`config.mk`:
```
export PLATFORM = sky130hd
export DESIGN_NAME = lz48_stream_decompressor_top
export DESIGN_NICKNAME = d
export VERILOG_FILES = /design/src/sv/lz48_pkg.sv /design/src/sv/lz48_stream_decompressor_top.sv /design/src/sv/lz48_ram.sv /design/src/sv/lz48_ctrl.sv
export VERILOG_INCLUDE_DIRS = /design/src /design/src/sv
export SDC_FILE = /design/constraint.sdc
export NUM_CORES = 2
export LEC_CHECK = 0
export BUFFER_PORTS_ARGS = -buffer_cell sky130_fd_sc_hd__buf_2
export CAP_MARGIN = 20
export CORE_ASPECT_RATIO = 1.75
export CORE_MARGIN = 2
export CORE_UTILIZATION = 60
export CTS_CLUSTER_SIZE = 20
export DETAILED_ROUTE_END_ITERATION = 10
export PLACE_DENSITY = 0.73
export SLEW_MARGIN = 25
export SYNTH_ARGS = -nofsm -noshare
export SYNTH_HDL_FRONTEND = slang
export SYNTH_SLANG_ARGS = --single-unit
```
`constraint.sdc`:
```
create_clock -name clk_i -period 11.15 [get_ports clk_i]
set_input_delay 1.6725 -clock clk_i [delete_from_list [all_inputs] [get_ports clk_i]]
set_output_delay 1.6725 -clock clk_i [all_outputs]
set_load 0.01 [all_outputs]
```
`src/sv/lz48_stream_decompressor_top_defines.svh`:
```
// Assertion macros for the LZ48 stream decompressor.
// Used by lz48_stream_decompressor_top; expects clk_i and rst_ni in scope.
`ifndef LZ48_STREAM_DECOMPRESSOR_TOP_DEFINES_SVH
`define LZ48_STREAM_DECOMPRESSOR_TOP_DEFINES_SVH
`ifndef NO_ASSERTIONS
// same-cycle implication
`define LZ48_ASSERT(lbl, pre, post, msg) \
  lbl: assert property (@(posedge clk_i) disable iff (!rst_ni) (pre) |-> (post)) \
    else $error(msg);
// next-cycle implication
`define LZ48_ASSERT_NEXT(lbl, pre, post, msg) \
  lbl: assert property (@(posedge clk_i) disable iff (!rst_ni) (pre) |=> (post)) \
    else $error(msg);
`else
`define LZ48_ASSERT(lbl, pre, post, msg)
`define LZ48_ASSERT_NEXT(lbl, pre, post, msg)
`endif
`endif

```
`src/sv/lz48_pkg.sv`:
```
// Shared types and constants for the LZ48 stream decompressor.
// No dependencies.
`default_nettype none
package lz48_pkg;

  localparam int HistDepthDef = 256;
  localparam int LenWidthDef  = 16;

  localparam logic [3:0] NibbleExt = 4'hF;   // nibble that asks for extension bytes
  localparam logic [7:0] ExtByte   = 8'hFF;  // extension continues
  localparam logic [7:0] EndMarker = 8'hFF;  // offset byte that ends the stream
  localparam int         MatchMin  = 3;

  typedef enum logic [1:0] {
    OP_DATA    = 2'd0,
    OP_DRAIN   = 2'd1,
    OP_RESTART = 2'd2,
    OP_NOP     = 2'd3
  } op_e;

  typedef enum logic [2:0] {
    PH_FIRST    = 3'd0,
    PH_TOKEN    = 3'd1,
    PH_LITEXT   = 3'd2,
    PH_LITERAL  = 3'd3,
    PH_MATCHEXT = 3'd4,
    PH_OFFSET   = 3'd5,
    PH_COPY     = 3'd6,
    PH_DONE     = 3'd7
  } phase_e;

  typedef enum logic [2:0] {
    ST_OK        = 3'd0,
    ST_COPY_BUSY = 3'd1,
    ST_NO_DRAIN  = 3'd2,
    ST_AFTER_END = 3'd3,
    ST_OVERFLOW  = 3'd4
  } status_e;

  // per-beat decode result handed from the control unit to the datapath
  typedef struct packed {
    logic    emit;          // a byte goes out
    logic    hist_we;       // the byte is appended to history
    logic    from_hist;     // the byte comes from history, not the input
    status_e status;
    logic    copy_pending;
    logic    done;
  } step_t;

endpackage
`default_nettype wire

```
`src/sv/lz48_stream_decompressor_top.sv`:
```
// LZ48 stream decompressor: input stage, history RAM and result register.
// Depends on lz48_pkg, lz48_ctrl, lz48_ram and the assertion macro header.
//
// Usage:
//   Input channel (in_valid_i / in_stall_o) carries one beat per command:
//   opcode_i = data byte, drain one match byte, restart or no-op; in_byte_i is the
//   compressed byte for data beats. Every input beat yields exactly one
//   result beat on res_valid_o / res_stall_i with out_valid_o, out_byte_o,
//   copy_pending_o, stream_done_o and status_o.
//   Throughput: one beat per cycle while res_stall_i is low, including
//   back-to-back drains of overlapping copies (the history write of the
//   previous beat is forwarded to the next read). The rate is set by the
//   single history RAM port pair: one read and one write per beat.
//   Path: input acceptance, history read stage, then result register.
//   Stall: holding res_stall_i high freezes the result register; one more
//   beat is taken into the read stage, then in_stall_o rises.
//   Reset: the decoder expects the raw first byte, all counters are zero and
//   no result is pending. History contents are undefined until written and
//   are not cleared by reset or restart.
`default_nettype none
`include "lz48_stream_decompressor_top_defines.svh"
module lz48_stream_decompressor_top import lz48_pkg::*; #(
  parameter int HIST_DEPTH = HistDepthDef,
  parameter int LEN_WIDTH  = LenWidthDef
) (
  input  wire logic       clk_i,
  input  wire logic       rst_ni,
  input  wire logic       in_valid_i,
  output logic            in_stall_o,
  input  wire logic [1:0] opcode_i,
  input  wire logic [7:0] in_byte_i,
  output logic            res_valid_o,
  input  wire logic       res_stall_i,
  output logic            out_valid_o,
  output logic      [7:0] out_byte_o,
  output logic            copy_pending_o,
  output logic            stream_done_o,
  output logic      [2:0] status_o
);

  localparam int AW = $clog2(HIST_DEPTH);

  logic          accept;
  step_t         step;
  logic [AW-1:0] waddr, raddr;
  logic [7:0]    ram_rdata;

  // read stage
  logic          s1_valid_q;
  step_t         s1_step_q;
  logic [7:0]    s1_lit_q;
  logic [AW-1:0] s1_waddr_q;
  logic          s1_fwd_q;
  logic [7:0]    s1_fwd_data_q;
  logic          s1_adv;
  logic [7:0]    s1_byte;

  // result register
  logic          res_valid_q;
  logic          out_valid_q;
  logic [7:0]    out_byte_q;
  logic          copy_pending_q;
  logic          done_q;
  status_e       status_q;

  assign s1_adv     = s1_valid_q && (!res_valid_q || !res_stall_i);
  assign in_stall_o = s1_valid_q && res_valid_q && res_stall_i;
  assign accept     = in_valid_i && !in_stall_o;

  lz48_ctrl #(
    .HIST_DEPTH(HIST_DEPTH),
    .LEN_WIDTH (LEN_WIDTH)
  ) u_ctrl (
    .clk_i    (clk_i),
    .rst_ni   (rst_ni),
    .accept_i (accept),
    .opcode_i (opcode_i),
    .in_byte_i(in_byte_i),
    .step_o   (step),
    .waddr_o  (waddr),
    .raddr_o  (raddr)
  );

  // history write trails the read by one beat; bypass when they collide
  assign s1_byte = !s1_step_q.from_hist ? s1_lit_q :
                   (s1_fwd_q ? s1_fwd_data_q : ram_rdata);

  lz48_ram #(
    .WIDTH(8),
    .DEPTH(HIST_DEPTH)
  ) u_hist (
    .clk_i  (clk_i),
    .we_i   (s1_adv && s1_step_q.hist_we),
    .waddr_i(s1_waddr_q),
    .wdata_i(s1_byte),
    .re_i   (accept),
    .raddr_i(raddr),
    .rdata_o(ram_rdata)
  );

  always_ff @(posedge clk_i or negedge rst_ni) begin
    if (!rst_ni) begin
      s1_valid_q <= 1'b0;
    end else if (accept) begin
      s1_valid_q <= 1'b1;
    end else if (s1_adv) begin
      s1_valid_q <= 1'b0;
    end
  end

  always_ff @(posedge clk_i) begin
    if (accept) begin
      s1_step_q     <= step;
      s1_lit_q      <= in_byte_i;
      s1_waddr_q    <= waddr;
      s1_fwd_q      <= s1_valid_q && s1_step_q.hist_we && (s1_waddr_q == raddr);
      s1_fwd_data_q <= s1_byte;
    end
  end

  always_ff @(posedge clk_i or negedge rst_ni) begin
    if (!rst_ni) begin
      res_valid_q <= 1'b0;
    end else if (s1_adv) begin
      res_valid_q <= 1'b1;
    end else if (!res_stall_i) begin
      res_valid_q <= 1'b0;
    end
  end

  always_ff @(posedge clk_i) begin
    if (s1_adv) begin
      out_valid_q    <= s1_step_q.emit;
      out_byte_q     <= s1_step_q.emit ? s1_byte : 8'd0;
      copy_pending_q <= s1_step_q.copy_pending;
      done_q         <= s1_step_q.done;
      status_q       <= s1_step_q.status;
    end
  end

  assign res_valid_o    = res_valid_q;
  assign out_valid_o    = out_valid_q;
  assign out_byte_o     = out_byte_q;
  assign copy_pending_o = copy_pending_q;
  assign stream_done_o  = done_q;
  assign status_o       = status_q;

  `LZ48_ASSERT(a_idle_byte_zero, res_valid_o && !out_valid_o, out_byte_o == 8'd0, "byte without valid")
  `LZ48_ASSERT(a_copy_xor_done, res_valid_o, !(copy_pending_o && stream_done_o), "copy after end")
  `LZ48_ASSERT(a_ovf_no_byte, res_valid_o && (status_o == ST_OVERFLOW), !out_valid_o, "overflow emitted")
  `LZ48_ASSERT_NEXT(a_accept_fills, accept, s1_valid_q, "accepted beat lost")

endmodule
`default_nettype wire

```
`src/sv/lz48_ram.sv`:
```
// Generic single-write, single-read RAM with registered read data.
// No dependencies.
`default_nettype none
module lz48_ram #(
  parameter int WIDTH = 8,
  parameter int DEPTH = 256
) (
  input  wire logic                     clk_i,
  input  wire logic                     we_i,
  input  wire logic [$clog2(DEPTH)-1:0] waddr_i,
  input  wire logic [WIDTH-1:0]         wdata_i,
  input  wire logic                     re_i,
  input  wire logic [$clog2(DEPTH)-1:0] raddr_i,
  output logic      [WIDTH-1:0]         rdata_o
);

  logic [WIDTH-1:0] mem_q [DEPTH];

  always_ff @(posedge clk_i) begin
    if (we_i) begin
      mem_q[waddr_i] <= wdata_i;
    end
    if (re_i) begin
      rdata_o <= mem_q[raddr_i];
    end
  end

endmodule
`default_nettype wire

```
`src/sv/lz48_ctrl.sv`:
```
// Token parser and length/position state for the LZ48 decoder.
// Depends on lz48_pkg. Updates its state on every accepted beat.
`default_nettype none
module lz48_ctrl import lz48_pkg::*; #(
  parameter int HIST_DEPTH = HistDepthDef,
  parameter int LEN_WIDTH  = LenWidthDef
) (
  input  wire logic                          clk_i,
  input  wire logic                          rst_ni,
  input  wire logic                          accept_i,
  input  wire logic [1:0]                    opcode_i,
  input  wire logic [7:0]                    in_byte_i,
  output step_t                              step_o,
  output logic      [$clog2(HIST_DEPTH)-1:0] waddr_o,
  output logic      [$clog2(HIST_DEPTH)-1:0] raddr_o
);

  localparam int AW = $clog2(HIST_DEPTH);
  localparam int MW = LEN_WIDTH + 1;
  localparam logic [LEN_WIDTH-1:0] LenMax = {LEN_WIDTH{1'b1}};

  phase_e               phase_q, phase_d;
  logic [LEN_WIDTH-1:0] lit_q, lit_d;
  logic [MW-1:0]        match_q, match_d;
  logic [AW-1:0]        wpos_q, wpos_d;
  logic [AW-1:0]        cpos_q, cpos_d;

  op_e                  op;
  logic [LEN_WIDTH:0]   lit_sum, mext_sum;
  logic                 lit_ovf, mext_ovf;
  logic [LEN_WIDTH-1:0] lit_sat, lit_dec;
  logic [MW-1:0]        match_dec;

  assign op        = op_e'(opcode_i);
  assign lit_sum   = {1'b0, lit_q} + MW'(in_byte_i);
  assign mext_sum  = {1'b0, match_q[LEN_WIDTH-1:0]} + MW'(in_byte_i);
  assign lit_ovf   = lit_sum[LEN_WIDTH];
  assign mext_ovf  = mext_sum[LEN_WIDTH];
  assign lit_sat   = lit_ovf ? LenMax : lit_sum[LEN_WIDTH-1:0];
  assign lit_dec   = lit_q - LEN_WIDTH'(lit_q != '0);
  assign match_dec = match_q - MW'(match_q != '0);

  // next state
  always_comb begin
    phase_d = phase_q;
    lit_d   = lit_q;
    match_d = match_q;
    wpos_d  = wpos_q;
    cpos_d  = cpos_q;
    unique case (op)
      OP_RESTART: begin
        phase_d = PH_FIRST;
        lit_d   = '0;
        match_d = '0;
        wpos_d  = '0;
        cpos_d  = '0;
      end
      OP_DRAIN: begin
        if (phase_q == PH_COPY) begin
          wpos_d  = wpos_q + AW'(1);
          cpos_d  = cpos_q + AW'(1);
          match_d = match_dec;
          if (match_dec == '0) begin
            phase_d = PH_TOKEN;
          end
        end
      end
      OP_DATA: begin
        unique case (phase_q)
          PH_FIRST: begin
            wpos_d  = wpos_q + AW'(1);
            phase_d = PH_TOKEN;
          end
          PH_TOKEN: begin
            lit_d   = LEN_WIDTH'(in_byte_i[7:4]);
            match_d = MW'(in_byte_i[3:0]);
            if (in_byte_i[7:4] == NibbleExt) begin
              phase_d = PH_LITEXT;
            end else if (in_byte_i[7:4] != 4'd0) begin
              phase_d = PH_LITERAL;
            end else begin
              phase_d = (in_byte_i[3:0] == NibbleExt) ? PH_MATCHEXT : PH_OFFSET;
            end
          end
          PH_LITEXT: begin
            lit_d = lit_sat;
            if (in_byte_i != ExtByte) begin
              // a zero-length run would skip straight to the offset byte
              phase_d = (lit_sat != '0) ? PH_LITERAL : PH_OFFSET;
            end
          end
          PH_LITERAL: begin
            wpos_d = wpos_q + AW'(1);
            lit_d  = lit_dec;
            if (lit_dec == '0) begin
              phase_d = (match_q == MW'(NibbleExt)) ? PH_MATCHEXT : PH_OFFSET;
            end
          end
          PH_MATCHEXT: begin
            match_d = mext_ovf ? MW'(LenMax) : MW'(mext_sum[LEN_WIDTH-1:0]);
            if (in_byte_i != ExtByte) begin
              phase_d = PH_OFFSET;
            end
          end
          PH_OFFSET: begin
            if (in_byte_i == EndMarker) begin
              phase_d = PH_DONE;
            end else begin
              match_d = match_q + MW'(MatchMin);
              cpos_d  = wpos_q - AW'(in_byte_i) - AW'(1);
              phase_d = PH_COPY;
            end
          end
          default: ;
        endcase
      end
      default: ;
    endcase
  end

  // per-beat outputs
  always_comb begin
    step_o           = '0;
    step_o.status    = ST_OK;
    unique case (op)
      OP_DRAIN: begin
        if (phase_q == PH_COPY) begin
          step_o.emit      = 1'b1;
          step_o.hist_we   = 1'b1;
          step_o.from_hist = 1'b1;
        end else begin
          step_o.status = ST_NO_DRAIN;
        end
      end
      OP_DATA: begin
        unique case (phase_q) inside
          PH_FIRST, PH_LITERAL: begin
            step_o.emit    = 1'b1;
            step_o.hist_we = 1'b1;
          end
          PH_LITEXT:   if (lit_ovf)  step_o.status = ST_OVERFLOW;
          PH_MATCHEXT: if (mext_ovf) step_o.status = ST_OVERFLOW;
          PH_COPY:     step_o.status = ST_COPY_BUSY;
          PH_DONE:     step_o.status = ST_AFTER_END;
          default: ;
        endcase
      end
      default: ;
    endcase
    step_o.copy_pending = (phase_d == PH_COPY);
    step_o.done         = (phase_d == PH_DONE);
  end

  assign waddr_o = wpos_q;
  assign raddr_o = cpos_q;

  always_ff @(posedge clk_i or negedge rst_ni) begin
    if (!rst_ni) begin
      phase_q <= PH_FIRST;
      lit_q   <= '0;
      match_q <= '0;
      wpos_q  <= '0;
      cpos_q  <= '0;
    end else if (accept_i) begin
      phase_q <= phase_d;
      lit_q   <= lit_d;
      match_q <= match_d;
      wpos_q  <= wpos_d;
      cpos_q  <= cpos_d;
    end
  end

endmodule
`default_nettype wire
```
==> summary.md <==
| Metric | Value |
|---|---|
| Worst skew pair latency | 0.79 ns |
| Sequential fraction of the synthesis area | 0.742 |
| Post-route core utilization | 0.658 |
| Clock Tree Buf Depth | 3 |
| Global-route wire length before repair | 293 mm |
| Count of pins on the block boundary | 30 |
| Clock tree from TritonCTS | done |
| Number of maximum-capacitance constraint violations | 0 |
| Routability cong. | 0.915 |
| Area of the mapped netlist | 86800 um^2 |
| Drt pass-1 iters | 6 |
| DRT met1 WL | 67.5 mm |
| Final count of pins violating max slew | 0 |
| Fraction of power consumed by the clock network | 0.298 |
| TritonCTS sink count | 2156 |
| Multi-input logic area | 21300 um^2 |
| Flip-flop and latch count after synthesis | 2156 |
| Depth of the CTS H-tree | 4 |
| Post-synthesis net count | 4252 |
| Reg area | 64500 um^2 |
| Hold Buf Count CTS | 0 |
| Rows | 184 |
| Number of hold-slack violations in the final timing report | 0 |
| Total of endpoints with negative setup slack in the final report | 0 |
| Layout cell share with drive strength beyond 1 | 0.240 |
| Outcome | completed |
| Avg Cell Area, Syn | 20.7 um^2 |
| Reported net switching power | 5.59 mW |
| Unrepaired setup endpoints after global routing | no |
| Routed length per placed instance | 32.2 um |
| Die area | 148000 um^2 |
| Core Footprint | 144000 um^2 |
| Switching share of total power | 0.280 |
| Crit-path max FO | 100 |
| Clock Tree Root | sky130_fd_sc_hd__clkbuf_16 |
| Post-CTS Setup Repair Bufs | 0 |
| Vias in the first global route | 42900 |
| Worst clock skew on the final layout | 0.0296 ns |
| Met3 WL post-DR | 13.3 mm |
| Count of nets left with antenna violations after detail routing | 0 |
| Overall Global Routing Usage | 0.275 |
| Final wirelength | 200 mm |
| Total DRC errors in the routed layout | 0 |
| Total power divided by cell area | 211 nW/um^2 |
| Syn-to-layout area delta | 8.83% |
| Predominant post-synthesis flop cell | sky130_fd_sc_hd__edfxtp_1 |
| Synthesized instance count | 4203 |
| Reported leakage power | 28.6 nW |
| Sequential fraction of design power | 0.479 |
| Transition time at the pin with the least slew margin | 1.18 ns |
| Number of distinct standard cells referenced by the synthesized netlist | 72 |
| Sum of met2 wire segment lengths after detailed routing | 108 mm |
| Die outline height | 507 um |
| Arrival time at the worst endpoint | 5.64 ns |
| Part of the cycle the worst path needs | 0.458 |
| Fmax achieved | 196 MHz |
| Non-filler instance count after layout | 6211 |
| Final min period | 5.10 ns |
| Final HPWL from detailed placement | 120 mm |
| Via-per-instance ratio | 6.75 |
| Die outline width | 292 um |
| Top layer reached by signal wires | met5 |
| Final layout net count | 4260 |
| Crit path kind | register to register |
| Antenna violations before repair | 4 |
| Req. time, crit path | 11.68 ns |
| Internal power | 14.3 mW |
| FFs w/ async S/R, synth | 0.0250 |
| Synthesis warning total | 0 |
| Maximum number of pins on one net before global-route repair | 258 |
| Part of the power in combinational logic | 0.223 |
| # placed instances | 5889 |
| Relative slew margins | 0.211 |
| Filler Cells Inserted | 9062 |
| Count of vias placed by the detailed router | 41900 |
| Number of clock buffers inserted by TritonCTS | 176 |
| Final-layout setup total negative slack | 0 ns |
| Total congestion overflow after global routing | 0 |
| Effective utilization at floorplan | 0.604 |
| Min-delay worst type | register to register |
| Kind of end point of the critical path | register |
| Number of flops mapped to enable cells by yosys | 2102 |
| First-iteration detailed-routing DRC count | 4530 |
| Clock-pin slew reported for the worst setup and hold paths after clock tree synthesis | 0.07 ns |
| Worst IR drop on VDD | 171 uV |
| Port-buffer cells | 29 |
| Count of instances resized after the clock tree is built | 0 |
| Startpoint type of the worst setup path | register |
## state kept, by name, indices dropped and copies added (netlist names), 7 cells and up
| register | flops |
|---|---|
| u_ctrl.raddr_o | 8 |
| u_ctrl.waddr_o | 8 |
| u_ctrl.match_q | 17 |
| u_ctrl.lit_q | 16 |
| u_hist.rdata_o | 8 |
| s1_fwd_data_q | 8 |
| out_byte_o | 8 |
| s1_lit_q | 8 |
| u_hist.mem_q | 2048 |
| s1_waddr_q | 8 |
| s1_step_q | 7 |
## cell usage after synthesis (all sizes together) (35+ instances only)
| cell | instances | share of area |
|---|---|---|
| a21oi | 72 | 0.0041 |
| buf | 81 | 0.0046 |
| clkbuf | 178 | 0.0077 |
| dfrtp | 54 | 0.016 |
| edfxtp | 2102 | 0.73 |
| inv | 35 | 0.0015 |
| mux4 | 672 | 0.17 |
| nand2 | 124 | 0.0054 |
| nand3 | 45 | 0.0026 |
| nor2 | 348 | 0.015 |
| nor3 | 44 | 0.0025 |
| o21ai | 81 | 0.0047 |
## cell type report
| cell class | instances | area share |
|---|---|---|
| diodes | 2 | 0.0000530 |
| clock buffers | 218 | 0.0494 |
| clock inverters | 98 | 0.00760 |
| inverters | 37 | 0.00147 |
| multi-input cells | 1751 | 0.226 |
| flip-flops and latches | 2156 | 0.682 |
| well taps | 1860 | 0.0246 |
| repair buffers | 89 | 0.00880 |
## cells by family after synthesis
| logic type | count (synthesis) | share of synthesized area |
|---|---|---|
| compound gates | 304 | 0.0227 |
| xor+xnor | 51 | 0.00514 |
| fa+ha+maj | 35 | 0.00530 |
| buf+inv | 296 | 0.0138 |
| flops | 2156 | 0.742 |
| mux | 690 | 0.176 |
| simple gates | 671 | 0.0341 |
## critical path, stage by stage, from the launching register on
cell	delay [ns]
sky130_fd_sc_hd__dfrtp_4	1.00
sky130_fd_sc_hd__buf_4	0.85
sky130_fd_sc_hd__buf_12	0.58
sky130_fd_sc_hd__mux4_2	0.62
sky130_fd_sc_hd__mux4_2	0.61
sky130_fd_sc_hd__mux4_2	0.56
sky130_fd_sc_hd__a22oi_1	0.23
sky130_fd_sc_hd__nand2_1	0.08
## power groups by stage
stage | combinational [mW] | sequential, mW | clock [mW]
after floorplan | 3.07 | 9.67 | 0
after global placement | 4.36 | 9.72 | 0
after detailed placement | 4.42 | 9.72 | 0
after CTS | 4.44 | 9.55 | 6.00
after global routing | 4.65 | 9.56 | 6.27
final | 4.45 | 9.55 | 5.93
## metrics by stage
| step | area [um^2] | hold slack [ns] | worst slack (ns) | total power, mW |
|---|---|---|---|---|
| 2_1_floorplan | 86800 | 0.400 | 1.78 | 12.7 |
| 4_1_cts | 94400 | 0.420 | 5.99 | 20.0 |
| 5_1_grt | 94500 | 0.442 | 5.71 | 20.5 |
| 3_3_place_gp | 89000 | 0.409 | 5.96 | 14.1 |
| 3_5_place_dp | 89000 | 0.415 | 5.99 | 14.1 |
| 6_report | 94500 | 0.426 | 6.05 | 19.9 |
## cell usage in the layout (no fill, tap or decap), types with 32 or more instances in the layout
cell,instances
sky130_fd_sc_hd__edfxtp_1,2102
sky130_fd_sc_hd__mux4_2,672
sky130_fd_sc_hd__nor2_1,348
sky130_fd_sc_hd__clkbuf_16,181
sky130_fd_sc_hd__nand2_1,115
sky130_fd_sc_hd__o21ai_0,80
sky130_fd_sc_hd__a21oi_1,63
sky130_fd_sc_hd__dfrtp_1,48
sky130_fd_sc_hd__nor3_1,44
sky130_fd_sc_hd__clkinv_1,42
sky130_fd_sc_hd__buf_4,40
sky130_fd_sc_hd__nand3_1,39
sky130_fd_sc_hd__clkinv_2,38
sky130_fd_sc_hd__clkbuf_1,37
sky130_fd_sc_hd__inv_1,35
sky130_fd_sc_hd__ha_1,32
## final timing paths
path | cells after the start | slack (ns) | to | startpoint
worst max-delay path | 7 | 6.05 | u_hist.rdata_o[4] | u_ctrl.raddr_o[0]
worst min-delay path | 0 | 0.43 | status_o[0] | s1_step_q[2]
worst max register to register | 7 | 6.05 | u_hist.rdata_o[4] | u_ctrl.raddr_o[0]
worst min register to register | 0 | 0.43 | status_o[0] | s1_step_q[2]
max in group asynchronous | 2 | 9.46 | u_ctrl.raddr_o[1] | rst_ni
min in group asynchronous | 2 | 1.06 | s1_valid_q | rst_ni
## layer usage
layer  vias up  global-route usage
met1     22100               0.331
met3       443              0.0411
met2      1864               0.487
met4         2               0.138
met5         -                   0
li1      17500                   -
Note: power is estimated with default switching activity, not from simulation.
